$ cat config.mk
export PLATFORM = sky130hd
export DESIGN_NAME = ghpf_seq
export DESIGN_NICKNAME = d
export VERILOG_FILES = /design/src/hw/rtl/ghpf_pkg.sv /design/src/hw/rtl/ghpf_seq.sv
export SDC_FILE = /design/constraint.sdc
export NUM_CORES = 1
export LEC_CHECK = 0
export BUFFER_PORTS_ARGS = -buffer_cell sky130_fd_sc_hd__buf_2
export CORE_AREA = 2 2 39 41
export CTS_BUF_LIST = sky130_fd_sc_hd__clkbuf_8 sky130_fd_sc_hd__clkbuf_16
export CTS_CLUSTER_DIAMETER = 50
export CTS_CLUSTER_SIZE = 30
export DETAILED_ROUTE_END_ITERATION = 16
export DIE_AREA = 0 0 41 43
export PLACE_DENSITY = 0.59
export SLEW_MARGIN = 20
export SYNTH_ARGS = -nofsm -noshare
export SYNTH_HDL_FRONTEND = slang
export SYNTH_SLANG_ARGS = --single-unit
export TNS_END_PERCENT = 5
$ cat constraint.sdc
create_clock -name clock -period 1.47 [get_ports clock]
set_clock_uncertainty 0.2 [all_clocks]
set_input_delay 0.0735 -clock clock [delete_from_list [all_inputs] [get_ports clock]]
set_output_delay 0.0735 -clock clock [all_outputs]
set_load 0.03 [all_outputs]
$ cat src/hw/rtl/ghpf_pkg.sv
package ghpf_pkg;

   typedef enum logic {
      FUNC_LOAD = 1'b0,
      FUNC_SEEK = 1'b1
   } func_type;

   typedef struct packed {
      func_type           func;
      logic [7:0]         cell_col;
      logic [7:0]         cell_row;
      logic signed [15:0] height_value;
   } req_type;

   typedef struct packed {
      logic [7:0]         peak_col;
      logic [7:0]         peak_row;
      logic signed [15:0] peak_height;
   } rsp_type;

   localparam int CSR_IDX_W  = 1;
   localparam int CSR_DATA_W = 9;

   typedef enum logic [CSR_IDX_W-1:0] {
      CSR_GRID_COLS = 1'b0,
      CSR_GRID_ROWS = 1'b1
   } csr_idx_type;

   localparam logic [CSR_DATA_W-1:0] GRID_RESET = 9'd256;

   // store read selector: which cell the step addresses
   typedef enum logic [2:0] {
      SEL_NONE,
      SEL_HERE,
      SEL_LEFT,
      SEL_RIGHT,
      SEL_UP,
      SEL_DOWN
   } sel_type;

   typedef enum logic [1:0] {
      CMP_NONE,
      CMP_FIRST,
      CMP_MAX
   } cmp_type;

   localparam int UPC_W = 4;

   typedef enum logic [UPC_W-1:0] {
      UP_RD_HERE,
      UP_RD_LEFT,
      UP_RD_RIGHT,
      UP_RD_UP,
      UP_RD_DOWN,
      UP_CMP_LAST,
      UP_DECIDE,
      UP_RESCAN,
      UP_FINISH
   } upc_type;

   typedef struct packed {
      sel_type rd_sel;
      logic    latch_here;
      cmp_type cmp;
      logic    decide;
      logic    done;
      upc_type next;
      upc_type alt;
   } ctrl_word_type;

   localparam ctrl_word_type CW_NOP = '{
      rd_sel: SEL_NONE, latch_here: 1'b0, cmp: CMP_NONE, decide: 1'b0,
      done: 1'b0, next: UP_RD_HERE, alt: UP_RD_HERE
   };

   // Climb program. Reads are registered, so each compare sees the read
   // issued by the step before it.
   function automatic ctrl_word_type ucode_rom(input upc_type pc);
      ctrl_word_type cw;
      cw = CW_NOP;
      unique case (pc)
         UP_RD_HERE: begin
            cw.rd_sel = SEL_HERE;
            cw.next   = UP_RD_LEFT;
         end
         UP_RD_LEFT: begin
            cw.rd_sel     = SEL_LEFT;
            cw.latch_here = 1'b1;
            cw.next       = UP_RD_RIGHT;
         end
         UP_RD_RIGHT: begin
            cw.rd_sel = SEL_RIGHT;
            cw.cmp    = CMP_FIRST;
            cw.next   = UP_RD_UP;
         end
         UP_RD_UP: begin
            cw.rd_sel = SEL_UP;
            cw.cmp    = CMP_MAX;
            cw.next   = UP_RD_DOWN;
         end
         UP_RD_DOWN: begin
            cw.rd_sel = SEL_DOWN;
            cw.cmp    = CMP_MAX;
            cw.next   = UP_CMP_LAST;
         end
         UP_CMP_LAST: begin
            cw.cmp  = CMP_MAX;
            cw.next = UP_DECIDE;
         end
         UP_DECIDE: begin
            cw.decide = 1'b1;
            cw.next   = UP_RESCAN;
            cw.alt    = UP_FINISH;
         end
         UP_RESCAN: begin
            cw.rd_sel = SEL_LEFT;
            cw.next   = UP_RD_RIGHT;
         end
         UP_FINISH: begin
            cw.done = 1'b1;
         end
         default: begin
            cw.done = 1'b1;
         end
      endcase
      return cw;
   endfunction

endpackage

$ cat src/hw/rtl/ghpf_seq.sv
module ghpf_seq (
   input  logic                   clock,
   input  logic                   reset,
   input  logic                   start,
   input  logic                   climb,
   input  logic                   hold,
   output ghpf_pkg::ctrl_word_type ctrl,
   output logic                   busy
);

   typedef enum logic {
      SQ_IDLE,
      SQ_RUN
   } seq_state_type;

   seq_state_type     state_ff;
   ghpf_pkg::upc_type upc_ff;
   ghpf_pkg::ctrl_word_type rom_word;

   assign rom_word = ghpf_pkg::ucode_rom(upc_ff);
   assign busy     = (state_ff == SQ_RUN);
   assign ctrl     = busy ? rom_word : ghpf_pkg::CW_NOP;

   always_ff @(posedge clock) begin
      if (reset) begin
         state_ff <= SQ_IDLE;
         upc_ff   <= ghpf_pkg::UP_RD_HERE;
      end else begin
         unique case (state_ff)
            SQ_IDLE: begin
               if (start) begin
                  state_ff <= SQ_RUN;
                  upc_ff   <= ghpf_pkg::UP_RD_HERE;
               end
            end
            SQ_RUN: begin
               // hold the final step while the result register is still full
               if (rom_word.done) begin
                  if (!hold) begin
                     state_ff <= SQ_IDLE;
                  end
               end else if (rom_word.decide && !climb) begin
                  upc_ff <= rom_word.alt;
               end else begin
                  upc_ff <= rom_word.next;
               end
            end
            default: begin
               state_ff <= SQ_IDLE;
            end
         endcase
      end
   end

endmodule

=== Yosys cells after proc, flatten, opt, wreduce, memory -nomap -nowiden ===
Cells that the tools add are included.

* Bits in registers: 5
* Bits in latches: 0
* Memory bits (writable): 0
* ROM bits: 0
* Input bits: 5
* Output and inout port bits: 17
* Logic and storage cells: 35
* Memories: 0

* $add $sub $neg: 0
* Multiply operators: 0
* Div/mod/pow operators: 0
* Magnitude comparators: 0
* Equality and inequality tests: 9
* Shift operators: 0
* Muxes and demuxes: 16
* Bitwise gates (word level): 1
* Reductions and logical operators: 7

{| class="wikitable"
|+ Operators by type and width
! operator !! number
|-
| $pmux 3 s7 || 1
|-
| $eq 4x3->1 const B || 4
|-
| $mux 16 || 1
|-
| $mux 4 || 4
|-
| $pmux 3 s5 || 1
|-
| $eq 4x2->1 const B || 2
|-
| $pmux 4 s2 || 1
|-
| $reduce_or 8->1 || 1
|-
| $mux 1 || 6
|-
| $eq 4x1->1 const B || 1
|-
| $logic_not 4->1 || 1
|-
| $ne 2x2->1 const B || 2
|-
| $pmux 2 s2 || 1
|-
| $reduce_or 3->1 || 1
|-
| $pmux 1 s2 || 1
|-
| $reduce_and 2->1 || 1
|-
| $reduce_or 2->1 || 1
|-
| $logic_and 1x1->1 || 1
|-
| $logic_not 1->1 || 1
|-
| $not 1->1 || 1
|}

=== Depth between registers and ports, before layout ===
Gate-level depths: netlist (run 1).

* Depth after elaboration: 6
* Depth in mapped cells: 5

=== Worst setup path before layout (run 1) ===
No wires, ideal clock.

* Path kind: reg-to-output
* Start point: reg state_ff (netlist: busy)
* End point: out ctrl[9] (netlist bit)
* Data arrival time: 1.872 ns
* Data required time: 1.197 ns
* Slack: -0.675 ns
* Stages on the path, launching flop included: 5
* Path buffers: 2
* Cell sequence: dfxtp_1 nand2b_1 buf_6 nor3_1 buf_4

{| class="wikitable"
|+ RTL lines
! element !! line !! text
|-
| from (decl) || ghpf_seq.sv:16 || <nowiki>seq_state_type state_ff;</nowiki>
|-
| from (signal assigned) || ghpf_seq.sv:26 || <nowiki>state_ff <= SQ_IDLE;</nowiki>
|-
| from (signal assigned) || ghpf_seq.sv:32 || <nowiki>state_ff <= SQ_RUN;</nowiki>
|-
| from (signal assigned) || ghpf_seq.sv:40 || <nowiki>state_ff <= SQ_IDLE;</nowiki>
|-
| to (decl) || ghpf_seq.sv:7 || <nowiki>output ghpf_pkg::ctrl_word_type ctrl,</nowiki>
|}

==> reports/metrics.sh, run 1 <==
OUTCOME='finished with violations'
VIOLATIONS='negative setup slack'
POST-ROUTE-DRC-COUNT=0
CTS_MAX_LEVEL=1
GLOBALROUTE.TOTALOVERFLOW=0
PWR-SHARE-SEQ_PCT=28.2
DR.FIRST_ITER.DRC_COUNT=1
FIRST_GLOBAL_VIAS=397
CRITPATHARRIVALTIME_NS=1.21
POWER_PER_CELL_AREA_nW_PER_UM2=711
POWER.LEAKAGE_uW=0.000310
HOLD-PATH-ENDPOINT='upc_ff[3]'
DIE-WIDTH_UM=41
FINAL_DESIGN_AREA_NO_FILL_UM2=747
FIN_WS_NS=-0.0101
CRIT_PATH_START_KIND='register'
PERIOD_NEEDED_NS=1.48
AREA_OVERHEAD_OF_THE_LAYOUT_RELATIVE_TO_SYNTHESIS_PCT=67.7
POWER.IR.VDD_WORST_mV=0.693
ROUTE.ANTENNA.REMAINING_NETS=0
CORE_UM2=1380
WORST-ENDPOINT-REQUIRED_NS=1.20
DIE_FOOTPRINT_UM2=1760
MAXCAPVIOLATIONS=0
INITIAL_DRT_PASS_ITERATIONS=2
RSZ0062_AT_GRT='yes'
TOTAL_COUNT_OF_MAX_TRANSITION_VIOLATIONS_IN_THE_FINAL_REPORT=0
CTS.SINKS=5
MOST_USED_FLIP_FLOP_CELL_AFTER_SYNTHESIS='dfxtp_1'
CRIT_PATH_END_KIND='output port'
SETUP_VIOLATIONS=1
CRITICAL-PATH-SLOWEST-CELL='dfxtp_2'
AVGVIACOUNTPERCELL=4.72
ROUTE.VIAS.TOTAL=481
YOSYS_REGISTER_BITS=5
GRT_USAGE_PCT=13.9
SYNTH_CELL_TYPE_COUNT=27
PORT_BUFFERS=17
POST-ROUTE-PERIOD-UTIL_PCT=101
YS_ASYNC_SR_FRACTION_PCT=0
POSTCTSSETUPBUFFERS=0
CRITICAL_PATH_CLASS='register to output port'
FINAL_NET_COUNT=92
NUM_ANTENNA_CELLS=0
FINAL-INSTANCE-COUNT-EXCL-FILL=102
ROOT_BUFFER='clkbuf_8'
P_SWITCHING_uW=161
SYN-CELL-AREA_UM2=445
ROWS=14
FILLER_CELL_COUNT=138
SEQ_TOTAL_AREA_YOSYS_PCT=22.5
R2R_END='upc_ff[1]'
SYNTH_ENABLE_FLOP_CELLS=0
POST-PLACE-CELLS=94
PLACEMENT.SETUP.WORST_SLACK_NS=0.0715
TRITONCTS='yes'
CRIT_PATH_FREQUENT_CELL='buf_6'
MIN_FROM='upc_ff[3]'
GRT_ANTENNA_BEFORE_REPAIR=0
ROUTED_WIRELENGTH_UM=1020
WORSTREG2REGSTART='upc_ff[0]'
NUMBER_OF_CELLS_PRODUCED_BY_SYNTHESIS=62
TIMING.CRITICAL_PATH.FANOUT_MAX=4
POWER_uW=531
CELL_BY_CELL_LISTING_OF_THE_CRITICAL_PATH='nand2b_4, buf_6, nor2_8, and3_4, buf_6'
GRT_FIRST_PASS_WIRELENGTH_UM=1660
FF2FF_SETUP_SLACK_NS=0.18
GRT_MAX_DEGREE=10
CRITICAL_PATH.MAX_STAGE_DELAY_NS=0.32
MIN_PATH_TYPE='register to register'
POWER_REPORT.INTERNAL_TOTAL_uW=370
DRIVE_ABOVE_1_SHARE_PCT=53.5
FINAL_HOLD_VIOLATIONS=0
CTS_BUFFER_COUNT=3
YOSYSWARNINGCOUNT=0
START_UTIL_PCT=32.2
FLOORPLAN.IO_PINS=22
DIE-HEIGHT_UM=43
CLOCK_TREE.BUFFER_DEPTH=2
REG2REGPATHDEPTH=5
HOLDPATHSTAGES=2
POWER.SHARE.CLOCK_PCT=46.8
POST_SYNTH.CELL_AREA_AVG_UM2=7.18
CLK_TRANSITION_REPORTED_PATHS_NS=0.04
PLACE_AREA_UM2=557
GLOBALPLACE.CONGESTION=0.801
AVGROUTEDWIREPERCELL_UM=9.96
DP.FINAL_HPWL_UM=762
POWER.COMBINATIONAL.FRACTION_PCT=25.0
POWER_SWITCHING_SHARE_PCT=30.3
CLOCK_INSERTION_DELAY_WORST_SKEW_NS=0.22
CLOCK.FMAX_MHz=676
==> final cells by class <==
cell class / instances / area [µm²] / area share (%)
Timing Repair Buffer: 26 / 206 / 27.6
Multi-Input combinational cell: 47 / 344 / 46.1
Inverter: 4 / 15.0 / 2.01
Clock buffer: 3 / 41.3 / 5.53
Sequential cell: 5 / 116 / 15.6
Tap cell: 16 / 20.0 / 2.68
Clock inverter: 1 / 3.75 / 0.503
==> stage by stage <==
step                utilization, %  hold WS (ns)  TNS (ns)
floorplan                        -       -0.0641  -0.00561
global placement              40.2         0.149         0
detailed placement            40.2         0.145         0
CTS                           49.5         0.279   -0.0377
global route                  54.0         0.332    -0.223
finish                        54.0         0.282   -0.0101
==> per-layer routing <==
layer  vias up  global-route usage [%]  wire length (µm)
li1        247                       -                 -
met4         0                    8.00                21
met1       216                    16.4               435
met5         -                       0                 0
met2        16                    21.6               511
met3         2                    3.14                47
==> power by group through the flow <==
stage	registers [µW]	clock network [µW]	logic, µW
floorplan	150	0	91.5
global placement	152	0	112
detailed placement	153	0	112
CTS	150	259	127
global route	152	265	143
finish	150	249	133
==> state kept, by name (all words and copies together), names as in the netlist <==
signal,cells
busy,1
upc_ff,4
==> critical path: cells and delay by family (launching register included) <==
kind	cells	cell delay [ns]
AND/OR/NAND/NOR	3	0.42
flip-flops	1	0.32
buffers and inverters	2	0.25
==> how the worst max path moves through the flow <==
stage	start	endpoint	depth (start not counted)
after floorplan	upc_ff[1]	ctrl[9]	4
after global placement	upc_ff[0]	ctrl[10]	4
after detailed placement	upc_ff[0]	ctrl[10]	4
after CTS	upc_ff[3]	ctrl[10]	5
after global routing	upc_ff[3]	ctrl[10]	5
final	upc_ff[3]	ctrl[10]	5
==> cell usage in the layout (no fill, tap or decap), drive strengths merged, types with 4 or more instances in the layout <==
cell type	count
buf	21
dfxtp	5
inv	5
dlygate4sd3	4
a21oi	9
nor2	9
nand2	6
conb	4
clkbuf	4
o21ai	4
==> synthesized netlist by cell type, types with 2 or more instances <==
master | n | share of area, %
a21oi_1 | 8 | 9.0
o21ai_0 | 2 | 2.2
nor2_1 | 7 | 5.9
nand2b_1 | 3 | 4.2
nand2_1 | 6 | 5.1
dfxtp_1 | 5 | 22
buf_2 | 2 | 2.2
buf_4 | 6 | 10
nor3_1 | 3 | 3.4
inv_1 | 3 | 2.5
==> timing repair <==
item	in CTS	in global routing
hold buffers	4	0
hold endpoints to repair	4	0
resized for setup	15	22
setup endpoints to repair	10	10
pin swaps	1	1
==> kinds of logic after synthesis <==
kind of cell	after synthesis	share of synthesized area [%]
simple gates	27	35.1
buf+inv	13	18.3
compound gates	15	21.4
other cells	1	0.842
xor+xnor	1	1.97
flops	5	22.5
Power figures use the tool's default switching activity.
==> run 2, diff against run 1 <==
- TNS_END_PERCENT: 5 -> default
==> run 2 against run 1 <==
Compared with the run above:
- the run still ends with negative setup slack left
- clock power is essentially flat
- final cell count did not move
- register-to-register slack hardly changed
- power is essentially flat
- via count shrank 0.42%
- utilization did not move
- count of clock-buffer cells in the layout is the same
- largest power group unchanged
- first-iteration DRC count unchanged
- global-route usage unchanged
- critical path depth unchanged
- sequential power is essentially flat
==> reports/metrics.sh, run 2 (synthesis results as in run 1) <==
OUTCOME='finished with violations'
VIOLATIONS='negative setup slack'
ROUTE.ANTENNA.REMAINING_NETS=0
POWER.IR.VDD_WORST_mV=0.693
ROUTED_WIRELENGTH_UM=1020
FLOORPLAN.IO_PINS=22
DR.FIRST_ITER.DRC_COUNT=1
GRT_FIRST_PASS_WIRELENGTH_UM=1660
CLOCK_INSERTION_DELAY_WORST_SKEW_NS=0.22
LARGEST_REG_FLOPS=4
REGAREA_UM2=116
TOTAL_COUNT_OF_MAX_TRANSITION_VIOLATIONS_IN_THE_FINAL_REPORT=0
CLK_TRANSITION_REPORTED_PATHS_NS=0.04
AVGVIACOUNTPERCELL=4.70
CRITPATHARRIVALTIME_NS=1.21
WORST-ENDPOINT-REQUIRED_NS=1.20
SETUP_VIOLATIONS=1
LAYOUT_COMMON_CELLS='9 x buf_4, 7 x a21oi_1, 7 x buf_2'
GRT_ANTENNA_BEFORE_REPAIR=0
POWER_PER_CELL_AREA_nW_PER_UM2=711
POWER.LEAKAGE_uW=0.000310
GRT_USAGE_PCT=13.9
HOLD-PATH-ENDPOINT='upc_ff[3]'
MIN_FROM='upc_ff[3]'
CRITICAL_PATH_CLASS='register to output port'
ROUTE.VIAS.TOTAL=479
TIMING.CRITICAL_PATH.FANOUT_MAX=4
CTS_BUFFER_COUNT=3
TRITONCTS='yes'
ROWS=14
AREA_OVERHEAD_OF_THE_LAYOUT_RELATIVE_TO_SYNTHESIS_PCT=67.7
FINAL_NET_COUNT=92
GLOBALROUTE.TOTALOVERFLOW=0
REG2REGPATHDEPTH=5
POWER_uW=531
FF2FF_SETUP_SLACK_NS=0.18
WORSTREG2REGSTART='upc_ff[0]'
GRT_MAX_DEGREE=10
MIN_PATH_TYPE='register to register'
CORE_UM2=1380
NUM_ANTENNA_CELLS=0
CRIT_PATH_START_KIND='register'
FIN_SETUP_TNS_NS=-0.0101
RSZ0062_AT_GRT='yes'
CTS_MAX_LEVEL=1
CLOCK.FMAX_MHz=676
CRIT_PATH_END_KIND='output port'
DIE-WIDTH_UM=41
GLOBALPLACE.CONGESTION=0.801
AVGROUTEDWIREPERCELL_UM=9.99
DP.FINAL_HPWL_UM=762
FIRST_GLOBAL_VIAS=397
TIMING.HOLD.WS_NS=0.282
COMBINED_AREA_OF_THE_MULTI_INPUT_LOGIC_CELLS_UM2=344
START_UTIL_PCT=32.2
HOLDPATHSTAGES=2
INITIAL_DRT_PASS_ITERATIONS=2
LAYOUT_COMMONEST_CELL='buf_4'
DIE_FOOTPRINT_UM2=1760
DIE-HEIGHT_UM=43
CTS.SINKS=5
PORT_BUFFERS=17
ROOT_BUFFER='clkbuf_8'
POST-ROUTE-PERIOD-UTIL_PCT=101
POST-ROUTE-DRC-COUNT=0
FIN_WS_NS=-0.0101
MAXCAPVIOLATIONS=0
POSTCTSSETUPBUFFERS=0
DRIVE_ABOVE_1_SHARE_PCT=53.5
PERIOD_NEEDED_NS=1.48
CLOCK_TREE.BUFFER_DEPTH=2
FINAL_HOLD_VIOLATIONS=0
LARGEST-REGISTER='upc_ff'
FILLER_CELL_COUNT=138
R2R_END='upc_ff[1]'
-- run 2: worst max path at each step --
stage / startpoint / endpoint / slack [ns] / cells past startpoint
floorplan: upc_ff[1] / ctrl[9] / -0.006 / 4
global placement: upc_ff[0] / ctrl[10] / 0.09 / 4
detailed placement: upc_ff[0] / ctrl[10] / 0.07 / 4
CTS: upc_ff[3] / ctrl[10] / -0.02 / 5
global route: upc_ff[3] / ctrl[10] / -0.06 / 5
finish: upc_ff[3] / ctrl[10] / -0.01 / 5
-- run 2: per-stage QoR --
step | util, % | std cells | setup WS [ns] | cell area, µm²
after floorplan | - | 65 | -0.00561 | 484
after global placement | 40.2 | 94 | 0.0945 | 557
after detailed placement | 40.2 | 94 | 0.0715 | 557
after CTS | 49.5 | 102 | -0.0165 | 684
after global routing | 54.0 | 102 | -0.0572 | 747
final | 54.0 | 102 | -0.0101 | 747
-- run 2: what timing repair did --
action | 4_1_cts | 5_1_grt
hold buffers | 4 | 0
pin swaps | 1 | 0
setup endpoints to repair | 10 | 10
endpoints found under the hold margin | 4 | 0
gates resized for setup | 15 | 22
-- run 2: critical path, cell delays in order, from the launching register on --
cell and delay (ns):
dfxtp_2 0.32, nand2b_4 0.14, buf_6 0.13, nor2_8 0.09, and3_4 0.19, buf_6 0.12
-- run 2: routing by layer --
layer  GRT usage, %  share of wire, %  vias up  routed length [µm]
met5              0                 0        -                   0
met1           16.4                43      214                 439
met3           3.14               4.6        2                  47
li1               -                 -      247                   -
met4           8.00               2.1        0                  21
met2           21.6                50       16                 510
-- run 2: power breakdown --
part / internal [µW] / switching, µW / leakage, µW / total [µW]
logic: 54.2 / 78.6 / 0.000239 / 133
registers: 137 / 13.3 / 0.0000441 / 150
clock network: 179 / 69.4 / 0.0000269 / 249
-- run 2: cell type report --
type / instances / area share, %
clock buffers: 3 / 5.53
flip-flops and latches: 5 / 15.6
repair buffers: 26 / 27.6
well taps: 16 / 2.68
clock inverters: 1 / 0.503
inverters: 4 / 2.01
multi-input cells: 47 / 46.1
